--- src/sv/wbps_pkg.sv ---
// wbps_pkg: shared constants for the wildcard byte pattern scanner.
// No dependencies; used by wbps_match and wildcard_byte_pattern_scanner.
`default_nettype none

package wbps_pkg;

  // configuration port
  localparam int unsigned CFG_IDX_W  = 2;
  localparam int unsigned CFG_DATA_W = 64;

  localparam logic [CFG_IDX_W-1:0] CFG_IDX_PATTERN = 2'd0;
  localparam logic [CFG_IDX_W-1:0] CFG_IDX_MASK    = 2'd1;
  localparam logic [CFG_IDX_W-1:0] CFG_IDX_LENGTH  = 2'd2;

  // field widths
  localparam int unsigned LEN_W    = 4;
  localparam int unsigned MASK_W   = 8;
  localparam int unsigned OFFSET_W = 32;

  // register reset values
  localparam logic [CFG_DATA_W-1:0] PATTERN_RST = '0;
  localparam logic [MASK_W-1:0]     MASK_RST    = 8'hFF;
  localparam logic [LEN_W-1:0]      LENGTH_RST  = 4'd1;

endpackage

`default_nettype wire

--- src/sv/wbps_match.sv ---
// wbps_match: parallel compare of the byte window against the pattern.
// Depends on wbps_pkg for the length width.
`default_nettype none

module wbps_match #(
  parameter int unsigned MAX_PATTERN_BYTES = 8
) (
  input  wire logic [MAX_PATTERN_BYTES*8-1:0] window_i,   // entry 0 = newest byte
  input  wire logic [MAX_PATTERN_BYTES*8-1:0] pattern_i,
  input  wire logic [MAX_PATTERN_BYTES-1:0]   care_i,
  input  wire logic [wbps_pkg::LEN_W-1:0]     length_i,   // already clamped to 1..MAX
  output logic                                hit_o
);

  logic [7:0] sel;

  // pattern byte i lines up with window entry length-1-i
  always_comb begin
    hit_o = 1'b1;
    sel   = '0;
    for (int i = 0; i < MAX_PATTERN_BYTES; i++) begin
      sel = '0;
      for (int k = 0; k < MAX_PATTERN_BYTES; k++) begin
        if (wbps_pkg::LEN_W'(k) ==
            length_i - wbps_pkg::LEN_W'(1) - wbps_pkg::LEN_W'(i)) begin
          sel = window_i[8*k +: 8];
        end
      end
      if ((wbps_pkg::LEN_W'(i) < length_i) && care_i[i] &&
          (sel != pattern_i[8*i +: 8])) begin
        hit_o = 1'b0;
      end
    end
  end

endmodule

`default_nettype wire

--- src/sv/wildcard_byte_pattern_scanner.sv ---
// wildcard_byte_pattern_scanner: top level, config registers, window and result stage.
// Depends on wbps_pkg and wbps_match.
`default_nettype none

// Scans a byte stream, one byte per beat, for the first occurrence of a pattern of up
// to MAX_PATTERN_BYTES bytes with per-byte wildcards (care_mask bit clear). Each region
// ends with the beat carrying region_last; it yields one result beat: found=1 with the
// offset of the match start at the byte completing the first match, or found=0 at the
// last byte when nothing matched. The block takes one byte per cycle unless stalled; a
// byte passes an input register, then the window compare, and its result lands in the
// output register as the byte moves on. Input stalls only while both registers are full
// and out_ready_i is low. The offset counter saturates at 2^OFFSET_BITS-1. The user must
// write configuration via cfg_we_i only while the block is idle; nothing enforces it.
module wildcard_byte_pattern_scanner #(
  parameter int unsigned MAX_PATTERN_BYTES = 8,
  parameter int unsigned OFFSET_BITS       = 32
) (
  input  wire logic                                 clk_i,
  input  wire logic                                 rst_ni,
  // configuration
  input  wire logic                                 cfg_we_i,
  input  wire logic [wbps_pkg::CFG_IDX_W-1:0]       cfg_idx_i,
  input  wire logic [wbps_pkg::CFG_DATA_W-1:0]      cfg_wdata_i,
  // byte stream in
  input  wire logic                                 in_valid_i,
  output logic                                      in_ready_o,
  input  wire logic [7:0]                           data_byte_i,
  input  wire logic                                 region_last_i,
  // results out
  output logic                                      out_valid_o,
  input  wire logic                                 out_ready_i,
  output logic                                      found_o,
  output logic [wbps_pkg::OFFSET_W-1:0]             match_offset_o
);

  localparam int unsigned WIN_W = MAX_PATTERN_BYTES * 8;

  // config registers
  logic [WIN_W-1:0]                 pat_q;
  logic [MAX_PATTERN_BYTES-1:0]     mask_q;
  logic [wbps_pkg::LEN_W-1:0]       len_q;
  logic [wbps_pkg::LEN_W-1:0]       len_eff;

  // input register
  logic       in_valid_q;
  logic [7:0] in_byte_q;
  logic       in_last_q;

  // region state
  logic [WIN_W-1:0]       win_q, win_d;
  logic [OFFSET_BITS-1:0] seen_q, seen_d;
  logic [OFFSET_BITS-1:0] diff;
  logic                   reported_q, reported_d;

  // result register
  logic                          out_valid_q;
  logic                          found_q, found_d;
  logic [wbps_pkg::OFFSET_W-1:0] offset_q, offset_d;

  logic adv;
  logic hit;
  logic has_result;

  always_ff @(posedge clk_i or negedge rst_ni) begin
    if (!rst_ni) begin
      pat_q  <= wbps_pkg::PATTERN_RST[WIN_W-1:0];
      mask_q <= wbps_pkg::MASK_RST[MAX_PATTERN_BYTES-1:0];
      len_q  <= wbps_pkg::LENGTH_RST;
    end else if (cfg_we_i) begin
      case (cfg_idx_i)
        wbps_pkg::CFG_IDX_PATTERN: pat_q  <= cfg_wdata_i[WIN_W-1:0];
        wbps_pkg::CFG_IDX_MASK:    mask_q <= cfg_wdata_i[MAX_PATTERN_BYTES-1:0];
        wbps_pkg::CFG_IDX_LENGTH:  len_q  <= cfg_wdata_i[wbps_pkg::LEN_W-1:0];
        default: ;
      endcase
    end
  end

  // length 0 acts as 1, anything above the window acts as the window size
  always_comb begin
    if (len_q == '0) begin
      len_eff = wbps_pkg::LEN_W'(1);
    end else if (len_q > wbps_pkg::LEN_W'(MAX_PATTERN_BYTES)) begin
      len_eff = wbps_pkg::LEN_W'(MAX_PATTERN_BYTES);
    end else begin
      len_eff = len_q;
    end
  end

  // a byte leaves the input register once the result register has room
  assign adv        = in_valid_q && (!out_valid_q || out_ready_i);
  assign in_ready_o = !in_valid_q || adv;

  always_ff @(posedge clk_i or negedge rst_ni) begin
    if (!rst_ni) begin
      in_valid_q <= 1'b0;
    end else if (in_ready_o) begin
      in_valid_q <= in_valid_i;
    end
  end

  always_ff @(posedge clk_i) begin
    if (in_ready_o && in_valid_i) begin
      in_byte_q <= data_byte_i;
      in_last_q <= region_last_i;
    end
  end

  // window with the new byte shifted in at entry 0
  assign win_d  = WIN_W'({win_q, in_byte_q});
  assign seen_d = (seen_q == '1) ? seen_q : seen_q + OFFSET_BITS'(1);
  assign diff   = seen_d - OFFSET_BITS'(len_eff);

  wbps_match #(
    .MAX_PATTERN_BYTES(MAX_PATTERN_BYTES)
  ) u_match (
    .window_i (win_d),
    .pattern_i(pat_q),
    .care_i   (mask_q),
    .length_i (len_eff),
    .hit_o    (hit)
  );

  always_comb begin
    found_d    = 1'b0;
    offset_d   = '0;
    has_result = 1'b0;
    reported_d = reported_q;
    if (!reported_q) begin
      if ((seen_d >= OFFSET_BITS'(len_eff)) && hit) begin
        found_d    = 1'b1;
        offset_d   = wbps_pkg::OFFSET_W'(diff);
        has_result = 1'b1;
        reported_d = 1'b1;
      end else if (in_last_q) begin
        has_result = 1'b1;
      end
    end
  end

  always_ff @(posedge clk_i or negedge rst_ni) begin
    if (!rst_ni) begin
      win_q      <= '0;
      seen_q     <= '0;
      reported_q <= 1'b0;
    end else if (adv) begin
      if (in_last_q) begin
        win_q      <= '0;
        seen_q     <= '0;
        reported_q <= 1'b0;
      end else begin
        win_q      <= win_d;
        seen_q     <= seen_d;
        reported_q <= reported_d;
      end
    end
  end

  always_ff @(posedge clk_i or negedge rst_ni) begin
    if (!rst_ni) begin
      out_valid_q <= 1'b0;
    end else if (adv && has_result) begin
      out_valid_q <= 1'b1;
    end else if (out_ready_i) begin
      out_valid_q <= 1'b0;
    end
  end

  always_ff @(posedge clk_i) begin
    if (adv && has_result) begin
      found_q  <= found_d;
      offset_q <= offset_d;
    end
  end

  assign out_valid_o    = out_valid_q;
  assign found_o        = found_q;
  assign match_offset_o = offset_q;

`ifndef ASSERT_OFF
  a_notfound_zero_offset: assert property (@(posedge clk_i) disable iff (!rst_ni)
    out_valid_o && !found_o |-> match_offset_o == '0)
    else $error("not-found beat with nonzero offset");

  a_match_sets_reported: assert property (@(posedge clk_i) disable iff (!rst_ni)
    adv && has_result && found_d && !in_last_q |=> reported_q)
    else $error("match reported but flag not set");

  a_count_monotonic: assert property (@(posedge clk_i) disable iff (!rst_ni)
    adv && !in_last_q |=> (seen_q != '0) && (seen_q >= $past(seen_q)))
    else $error("byte counter went backwards inside a region");

  a_stall_blocks_input: assert property (@(posedge clk_i) disable iff (!rst_ni)
    in_valid_q && out_valid_q && !out_ready_i |-> !in_ready_o)
    else $error("input taken while pipeline is blocked");
`endif

endmodule

`default_nettype wire

--- config.mk ---
export PLATFORM = sky130hd
export DESIGN_NAME = wildcard_byte_pattern_scanner
export DESIGN_NICKNAME = d
export VERILOG_FILES = /design/src/sv/wbps_pkg.sv /design/src/sv/wbps_match.sv /design/src/sv/wildcard_byte_pattern_scanner.sv
export SDC_FILE = /design/constraint.sdc
export NUM_CORES = 1
export LEC_CHECK = 0
export BUFFER_PORTS_ARGS = -buffer_cell sky130_fd_sc_hd__buf_2
export CORE_MARGIN = 5
export CORE_UTILIZATION = 35
export CTS_BUF_LIST = sky130_fd_sc_hd__clkbuf_8
export CTS_CLUSTER_SIZE = 20
export DETAILED_ROUTE_END_ITERATION = 10
export MAX_ROUTING_LAYER = met4
export PLACE_DENSITY = 0.62
export SLEW_MARGIN = 20
export SYNTH_ARGS = -nofsm -noshare
export SYNTH_HDL_FRONTEND = slang
export SYNTH_SLANG_ARGS = --single-unit
--- constraint.sdc ---
create_clock -name clk_i -period 10.35 [get_ports clk_i]
set_input_delay 0.5175 -clock clk_i [delete_from_list [all_inputs] [get_ports clk_i]]
set_output_delay 0.5175 -clock clk_i [all_outputs]
set_load 0.01 [all_outputs]
* Word level (Yosys, flattened, before mapping)
Index checks and enable logic that the tools add are counted.
Word-level totals: bits in registers 209, input bits 80, output and inout bits 35, word-level logic and storage cells 224
Operators by class: add/subtract/negate cells 10, magnitude comparators 10, equal/unequal tests 67, mux-type cells 85, bitwise logic cells 1, reductions and logical operators 39
Operator list (count):
- 8-bit 2-to-1 mux | 64
- 3-bit by 4-bit == test with 1-bit output (first input constant) | 32
- 2-bit by 4-bit == test with 1-bit output (first input constant) | 16
- 32-bit 2-to-1 mux | 2
- 8-bit inequality test | 8
- 56-bit 2-to-1 mux | 1
- 4-bit zero test | 9
- 32-bit by 1-bit adder with 32-bit output (second input constant) | 1
- 1-bit by 4-bit == test with 1-bit output (first input constant) | 8
- 32-bit == test (second input constant) | 1
- 32-bit by 4-bit greater-or-equal comparator with 1-bit output | 1
- 32-bit by 4-bit subtractor with 32-bit output | 1
- 1-bit logical AND | 20
- 3-bit by 4-bit < comparator with 1-bit output (first input constant) | 4
- 1-bit 2-to-1 mux | 16
- 4-bit by 3-bit subtractor with 4-bit output (second input constant) | 4
- 1-bit by 4-bit < comparator with 1-bit output (first input constant) | 2
- 2-bit by 4-bit < comparator with 1-bit output (first input constant) | 2
- 4-bit 2-to-1 mux | 2
- 4-bit by 1-bit subtractor with 4-bit output (second input constant) | 2
- 4-bit by 2-bit subtractor with 4-bit output (second input constant) | 2
- 2-bit AND reduction | 3
- 4-bit greater-than comparator (second input constant) | 1
- 2-bit by 1-bit == test with 1-bit output (second input constant) | 1
- other kinds (7) | 9

* Logic depth before layout (Yosys ltp)
depth after elaboration 28, depth in mapped cells 23, depth with buffers taken out 19

* By module
A second synthesis with hierarchy kept.
Unflattened totals: cell total of the unflattened synthesis 2047, area, all modules 16945.0 um2
Modules (own cells, without submodules):
- wildcard_byte_pattern_scanner | times used 1, cells an instance 945, area an instance 10103.4 um2, seq. area each 5451.5 um2
- wbps_match | times used 1, cells an instance 1102, area an instance 6841.6 um2, seq. area each 0.0 um2

* Worst setup path before layout
OpenSTA, ideal clock, no wires.
kind flip-flop to flip-flop, from register len_q[0] (netlist bit), to register found_q (netlist: found_o) (enable), setup time 0.464 ns, data arrival time 6.814 ns, data required time 9.886 ns, path slack 3.071 ns, stages on the path, launching flop included 21, buffers on the path 2, clock period less this slack 7.279 ns, cells stage by stage dfstp_2 o21ba_1 buf_6 nor2_1 inv_1 ha_1 buf_4 xnor2_4 inv_2 ha_1 or2b_2 nor2_4 a221o_1 o211ai_1 mux2i_1 or4_1 a211o_1 a311o_1 nor4_4 a21oi_1 nor3_1
Between the ends: cells in the longest elaborated chain, start to end 27, elaborated cells between the ends (all ways) 185, those cells by class add/sub (8); order compare (10); eq/ne (64); mux (76); reduce/logical (27)
Ends and longest elaborated chain:
- start: declaration | line wildcard_byte_pattern_scanner.sv:41 | logic [wbps_pkg::LEN_W-1:0] len_q;
- start signal: assignment | line wildcard_byte_pattern_scanner.sv:68 | len_q <= wbps_pkg::LENGTH_RST;
- start signal: assignment | line wildcard_byte_pattern_scanner.sv:73 | wbps_pkg::CFG_IDX_LENGTH: len_q <= cfg_wdata_i[wbps_pkg::LEN_W-1:0];
- 4-bit greater-than comparator | line wildcard_byte_pattern_scanner.sv:83 | end else if (len_q > wbps_pkg::LEN_W'(MAX_PATTERN_BYTES)) begin
- 4-bit 2-to-1 mux | line wildcard_byte_pattern_scanner.sv:83
- 4-bit 2-to-1 mux * | line wildcard_byte_pattern_scanner.sv:81 | if (len_q == '0) begin
- 4-bit by 1-bit subtractor with 4-bit output | line wbps_match.sv:25 | length_i - wbps_pkg::LEN_W'(1) - wbps_pkg::LEN_W'(i)) begin
- 4-bit by 1-bit subtractor with 4-bit output or 4-bit zero test (tied branches) | line wbps_match.sv:25, wbps_match.sv:24
- 4-bit zero test or 8-bit 2-to-1 mux (tied branches) | line wbps_match.sv:24 | if (wbps_pkg::LEN_W'(k) ==
- 8-bit 2-to-1 mux (7 in a row) | line wbps_match.sv:24
- 8-bit 2-to-1 mux or 8-bit inequality test (tied branches) | line wbps_match.sv:24, wbps_match.sv:30
- 8-bit inequality test or 1-bit logical AND (tied branches) | line wbps_match.sv:30, wbps_match.sv:29
- 1-bit logical AND or 1-bit 2-to-1 mux (tied branches) | line wbps_match.sv:29 | if ((wbps_pkg::LEN_W'(i) < length_i) && care_i[i] &&
- 1-bit 2-to-1 mux (7 in a row) | line wbps_match.sv:29
- 1-bit logical AND * | line wildcard_byte_pattern_scanner.sv:130 | if ((seen_d >= OFFSET_BITS'(len_eff)) && hit) begin
- 1-bit 2-to-1 mux * | line wildcard_byte_pattern_scanner.sv:130
- 1-bit 2-to-1 mux * | line wildcard_byte_pattern_scanner.sv:129 | if (!reported_q) begin
- 1-bit logical AND * | line wildcard_byte_pattern_scanner.sv:170 | if (adv && has_result) begin
- end signal: assignment | line wildcard_byte_pattern_scanner.sv:171 | found_q <= found_d;
- end: declaration | line wildcard_byte_pattern_scanner.sv:57 | logic found_q, found_d;
Mark *: on every way between the ends. The rest lies on a longest branch, timed or not. A chain may end at the register's enable or synchronous reset.

* Worst setup path in the final report
from register len_q[2] (netlist bit), to register offset_q, in the netlist match_offset_o[2] (enable)
Between the ends: cells in the longest elaborated chain, start to end 27, elaborated cells between the ends (all ways) 185, those cells by class add/sub (8); order compare (10); eq/ne (64); mux (76); reduce/logical (27)
Ends and longest elaborated chain:
- 4-bit greater-than comparator | line wildcard_byte_pattern_scanner.sv:83
- 4-bit 2-to-1 mux | line wildcard_byte_pattern_scanner.sv:83
- 4-bit 2-to-1 mux * | line wildcard_byte_pattern_scanner.sv:81
- 4-bit by 1-bit subtractor with 4-bit output | line wbps_match.sv:25
- 4-bit by 1-bit subtractor with 4-bit output or 4-bit zero test (tied branches) | line wbps_match.sv:25, wbps_match.sv:24
- 4-bit zero test or 8-bit 2-to-1 mux (tied branches) | line wbps_match.sv:24
- 8-bit 2-to-1 mux (7 in a row) | line wbps_match.sv:24
- 8-bit 2-to-1 mux or 8-bit inequality test (tied branches) | line wbps_match.sv:24, wbps_match.sv:30
- 8-bit inequality test or 1-bit logical AND (tied branches) | line wbps_match.sv:30, wbps_match.sv:29
- 1-bit logical AND or 1-bit 2-to-1 mux (tied branches) | line wbps_match.sv:29
- 1-bit 2-to-1 mux (7 in a row) | line wbps_match.sv:29
- 1-bit logical AND * | line wildcard_byte_pattern_scanner.sv:130
- 1-bit 2-to-1 mux * | line wildcard_byte_pattern_scanner.sv:130
- 1-bit 2-to-1 mux * | line wildcard_byte_pattern_scanner.sv:129
- 1-bit logical AND * | line wildcard_byte_pattern_scanner.sv:170
- end signal: assignment | line wildcard_byte_pattern_scanner.sv:172 | offset_q <= offset_d;
- end: declaration | line wildcard_byte_pattern_scanner.sv:58 | logic [wbps_pkg::OFFSET_W-1:0] offset_q, offset_d;
Marks and branches as above.

==> results.txt <==
----------------------------------------------------
[Outcome]
  Outcome ... completed

[Clock tree]
  Cell at the root of the clock tree ... sky130_fd_sc_hd__clkbuf_8
  TritonCTS Sinks ... between 200 and 250
  Worst-Skew Late Latency ... roughly 640 ps
  Setup Buffers After CTS ... 0
  Buffer levels on the longest clock path ... 3
  Number of H-tree levels ... 2
  Resized cells post-CTS ... 0
  Clock buffers created by TritonCTS ... 41
  Reg clk slew, reported paths ... ~60 ps
  Clock tree from TritonCTS ... built
  Count of hold buffers inserted by post-cts repair ... 1

[Power and ir drop]
  Overall power consumption ... 4.05 mW
  Areal power density over the cells ... 226 nW/µm²
  Worst voltage drop across the vdd grid ... between 0.0001 and 0.00015 V
  P_leak ... 6.86 nW

[Global route]
  Pin count of the biggest net entering global routing ... 94
  Global-route total usage across every layer ... between 20% and 30%
  Number of antenna violations at the first check in global routing ... 2
  Global-route wire length before repair ... 99300 µm
  Leftover overflow at the end of global routing ... 0
  Via count of the first global-routing pass ... 15170

[Synthesis]
  Most used flip-flop cell after synthesis ... sky130_fd_sc_hd__dfrtp_1
  Sequential area share after synthesis ... between 30% and 40%
  Post-synthesis cell type count ... 100
  Post-synth EDFFs ... 42
  Synthesized netlist cell count ... around 1900
  Dominant cell type by area after synthesis ... sky130_fd_sc_hd__dfrtp_1
  Synthesized area per cell ... 8.43 µm²
  Net Count, Synth ... between 2000 and 2500
  Post-synth top area share ... 24.5%
  #FFs+latches synth ... roughly 210
  Post-Synthesis Cell Area ... ~16000 µm²
  Dominant cells by area after synthesis ... sky130_fd_sc_hd__dfrtp_1 24%, sky130_fd_sc_hd__edfxtp_1 7.8%, sky130_fd_sc_hd__mux2_2 5.4%
  Number of warnings reported in the yosys synthesis log ... 0
  Async S/R FF share, synth ... approximately 80%

[Critical path]
  Worst setup startpoint ... len_q[2]$_DFFE_PN0P_
  Crit path max-delay cell type ... sky130_fd_sc_hd__nor4_1
  Origin of the critical flop-to-flop path ... len_q[2]$_DFFE_PN0P_
  WP data arrival ... between 7000 and 8000 ps
  Worst setup path endpoint ... match_offset_o[2]$_SDFFCE_PP0P_
  Critical Setup Path Class ... flip-flop to flip-flop
  FF-to-FF setup slack ... 3320 ps
  Crit end category ... flip-flop
  Data required time at the worst endpoint ... roughly 11000 ps
  Largest fanout on the critical path ... 39
  Top delay family on crit path ... simple AND/OR/NAND/NOR gates
  Highest cell delay on the worst timing path ... ~650 ps
  Number of cell instances on the worst register-to-register path ... 19
  Endpoint of the lowest-slack register-to-register path ... match_offset_o[2]$_SDFFCE_PP0P_
  Cells along the critical path ... o21ba_1 > nor2_1 > inv_1 > ha_2 > xnor2_4 > ha_1 > buf_4 > clkinv_1 > o21ai_0 > o22ai_1 > o311ai_0 > nand4_1 > nor4_1 > a41o_1 > nand4_1 > nor4_4 > a21oi_1 > nor3_2 > buf_4
  Worst setup SP type ... flip-flop
  WP buf/inv ... 4
  Cell depth of the worst setup path ... 19

[Drt]
  Top sig layer ... met4
  Drt drc ... 0
  WL final ... about 67000 µm
  Avg WL per Cell ... roughly 26 µm
  Violation count after the first detailed-routing iteration ... slightly below 2000
  Wire length on met1 ... approximately 27000 µm
  Routed met2 length ... between 20000 and 30000 µm
  Met3 Routed Length ... approximately 6500 µm
  TritonRoute pass-1 iters ... 6
  Vias per cell ... just over 6
  Total via count in the routed design ... around 16000
  Count of antenna-violating nets left after detailed routing ... 0

[Timing]
  Worst-Margin Slew ... around 1200 ps
  Worst max-slew margin expressed relative to the limit ... roughly 20%
  Final Critical Period ... around 7000 ps
  Setup Viol. Count Final ... 0
  Fmax ... 142 MHz
  Period Utilization, post-route ... about two thirds
  Unrepaired setup endpoints after global routing ... false
  Final-layout setup total negative slack ... 0 ps
  Worst setup slack after layout ... ~3300 ps
  Max Slew Vio Count ... 0
  Final worst clock skew ... approximately 50 ps
  Number of endpoints with negative hold slack in the final report ... 0

[Floorplanning]
  Total die area ... slightly above 50000 µm²
  Die width ... between 200 and 250 µm
  Row cnt ... 78
  Vertical die dimension ... about 220 µm
  Starting density of the core ... roughly 35%
  Number of top-level design ports ... around 120
  Std-Cell Core Area ... about 46000 µm²

[Placement]
  Hpwl dp ... approximately 48000 µm
  IO buf count ... approximately 110
  Worst setup slack before clock tree synthesis ... around 3500 ps
  Final estimated routing congestion in global placement ... 1.01

[Final layout]
  Fraction of final layout cells with drive strength greater than 1 ... between 10% and 20%
  Growth of design area from synthesis to finish ... 10.9%
  Leading cell types in the layout, fill and taps excluded ... 216 x sky130_fd_sc_hd__nand2_1, 162 x sky130_fd_sc_hd__o21ai_0, 158 x sky130_fd_sc_hd__dfrtp_1
  Number of filler cells placed in the layout ... between 4000 and 5000
  Most common cell after layout, fill and taps aside ... sky130_fd_sc_hd__nand2_1
  Total Nets Final ... roughly 2000

[Min path]
  Worst Hold Launch ... region_last_i
  Type of the worst min-delay path ... primary input to flip-flop

[Flow run]
  Max-cap viol count ... 0

----------------------------------------------------
## registers in the layout (all words and copies together), names as in the netlist
| register | flops |
|---|---|
| pat_q | 64 |
| win_q | 56 |
| match_offset_o | 32 |
| seen_q | 32 |
| in_byte_q | 8 |
| mask_q | 8 |
| len_q | 4 |
| found_o | 1 |
| in_last_q | 1 |
| in_valid_q | 1 |
| out_valid_o | 1 |
| reported_q | 1 |
## kinds of logic (layout without fill, tap and decap cells)
family	count (synthesis)	after routing	synth area share (%)
simple gates	691	691	22.5
compound gates	596	596	24.6
flops	209	209	33.7
buf+inv	207	269	5.51
xor+xnor	101	101	5.59
mux	94	94	6.42
fa+ha+maj	20	20	1.59
other cells	0	3	0
## report_power, final
group          switching, mW  internal, mW
registers              0.191         0.956
clock network          0.400         0.492
logic                   1.29         0.726
total                   1.88          2.17
## layer usage
layer | track usage [%] | up-vias
li1 | - | 7168
met4 | 12.5 | 0
met3 | 6.06 | 234
met2 | 39.0 | 840
met5 | - | -
met1 | 34.4 | 7791
## synthesized netlist by cell type, types with 23 or more instances
| cell type | count |
|---|---|
| sky130_fd_sc_hd__xor2_1 | 38 |
| sky130_fd_sc_hd__nor3_1 | 44 |
| sky130_fd_sc_hd__a211oi_1 | 29 |
| sky130_fd_sc_hd__clkbuf_1 | 90 |
| sky130_fd_sc_hd__edfxtp_1 | 42 |
| sky130_fd_sc_hd__dfrtp_1 | 158 |
| sky130_fd_sc_hd__nand3b_1 | 41 |
| sky130_fd_sc_hd__buf_2 | 32 |
| sky130_fd_sc_hd__mux2_2 | 78 |
| sky130_fd_sc_hd__o31ai_1 | 43 |
| sky130_fd_sc_hd__a21oi_1 | 104 |
| sky130_fd_sc_hd__nand2_1 | 217 |
| sky130_fd_sc_hd__nand4_1 | 23 |
| sky130_fd_sc_hd__nor2b_1 | 29 |
| sky130_fd_sc_hd__o21ai_0 | 162 |
| sky130_fd_sc_hd__nand2b_1 | 41 |
| sky130_fd_sc_hd__o22ai_1 | 23 |
| sky130_fd_sc_hd__nand3_1 | 53 |
| sky130_fd_sc_hd__a31oi_1 | 29 |
| sky130_fd_sc_hd__inv_1 | 50 |
| sky130_fd_sc_hd__xnor2_1 | 62 |
| sky130_fd_sc_hd__nor2_1 | 107 |
| sky130_fd_sc_hd__o211ai_1 | 26 |
## layout make-up
class                           instances  area [µm²]  share of cell area, %
Antenna cell                            3        7.51                 0.0419
Sequential cell                       209        5450                   30.4
Clock buffer                           50         688                   3.84
Inverter                               56         210                   1.17
Clock inverter                         24         180                   1.01
Tap cell                              600         751                   4.19
Multi-Input combinational cell       1502        9860                   55.0
Timing Repair Buffer                  139         771                   4.30
## through the flow
| step | hold slack (ps) | instance area (µm²) | utilization, % | instances |
|---|---|---|---|---|
| after floorplan | 222 | 16200 | - | 1918 |
| after global placement | 514 | 17000 | 37.4 | 2505 |
| final | 78.4 | 17900 | 39.3 | 2583 |
| after global routing | 45.3 | 17900 | 39.3 | 2582 |
| after CTS | 38.2 | 17900 | 39.3 | 2580 |
| after detailed placement | 522 | 17000 | 37.4 | 2505 |
## worst min path at each step
stage,slack (ps),end,cells after the start
detailed placement,520,pat_q[27]$_DFFE_PN0P_,1
floorplan,220,in_valid_q$_DFFE_PN0N_,0
global route,50,in_byte_q[2]$_DFFE_PP_,1
global placement,510,pat_q[31]$_DFFE_PN0P_,1
CTS,40,in_byte_q[2]$_DFFE_PP_,1
finish,80,in_last_q$_DFFE_PP_,1
## worst register-to-register path, stage by stage (launching register included)
cell	delay (ps)
sky130_fd_sc_hd__dfrtp_1	520
sky130_fd_sc_hd__o21ba_1	370
sky130_fd_sc_hd__nor2_1	480
sky130_fd_sc_hd__inv_1	220
sky130_fd_sc_hd__ha_2	270
sky130_fd_sc_hd__xnor2_4	200
sky130_fd_sc_hd__ha_1	320
sky130_fd_sc_hd__buf_4	380
sky130_fd_sc_hd__clkinv_1	620
sky130_fd_sc_hd__o21ai_0	460
sky130_fd_sc_hd__o22ai_1	150
sky130_fd_sc_hd__o311ai_0	150
sky130_fd_sc_hd__nand4_1	150
sky130_fd_sc_hd__nor4_1	650
sky130_fd_sc_hd__a41o_1	270
sky130_fd_sc_hd__nand4_1	150
sky130_fd_sc_hd__nor4_4	480
sky130_fd_sc_hd__a21oi_1	230
sky130_fd_sc_hd__nor3_2	200
sky130_fd_sc_hd__buf_4	410
(Power assumes the default switching activity.)
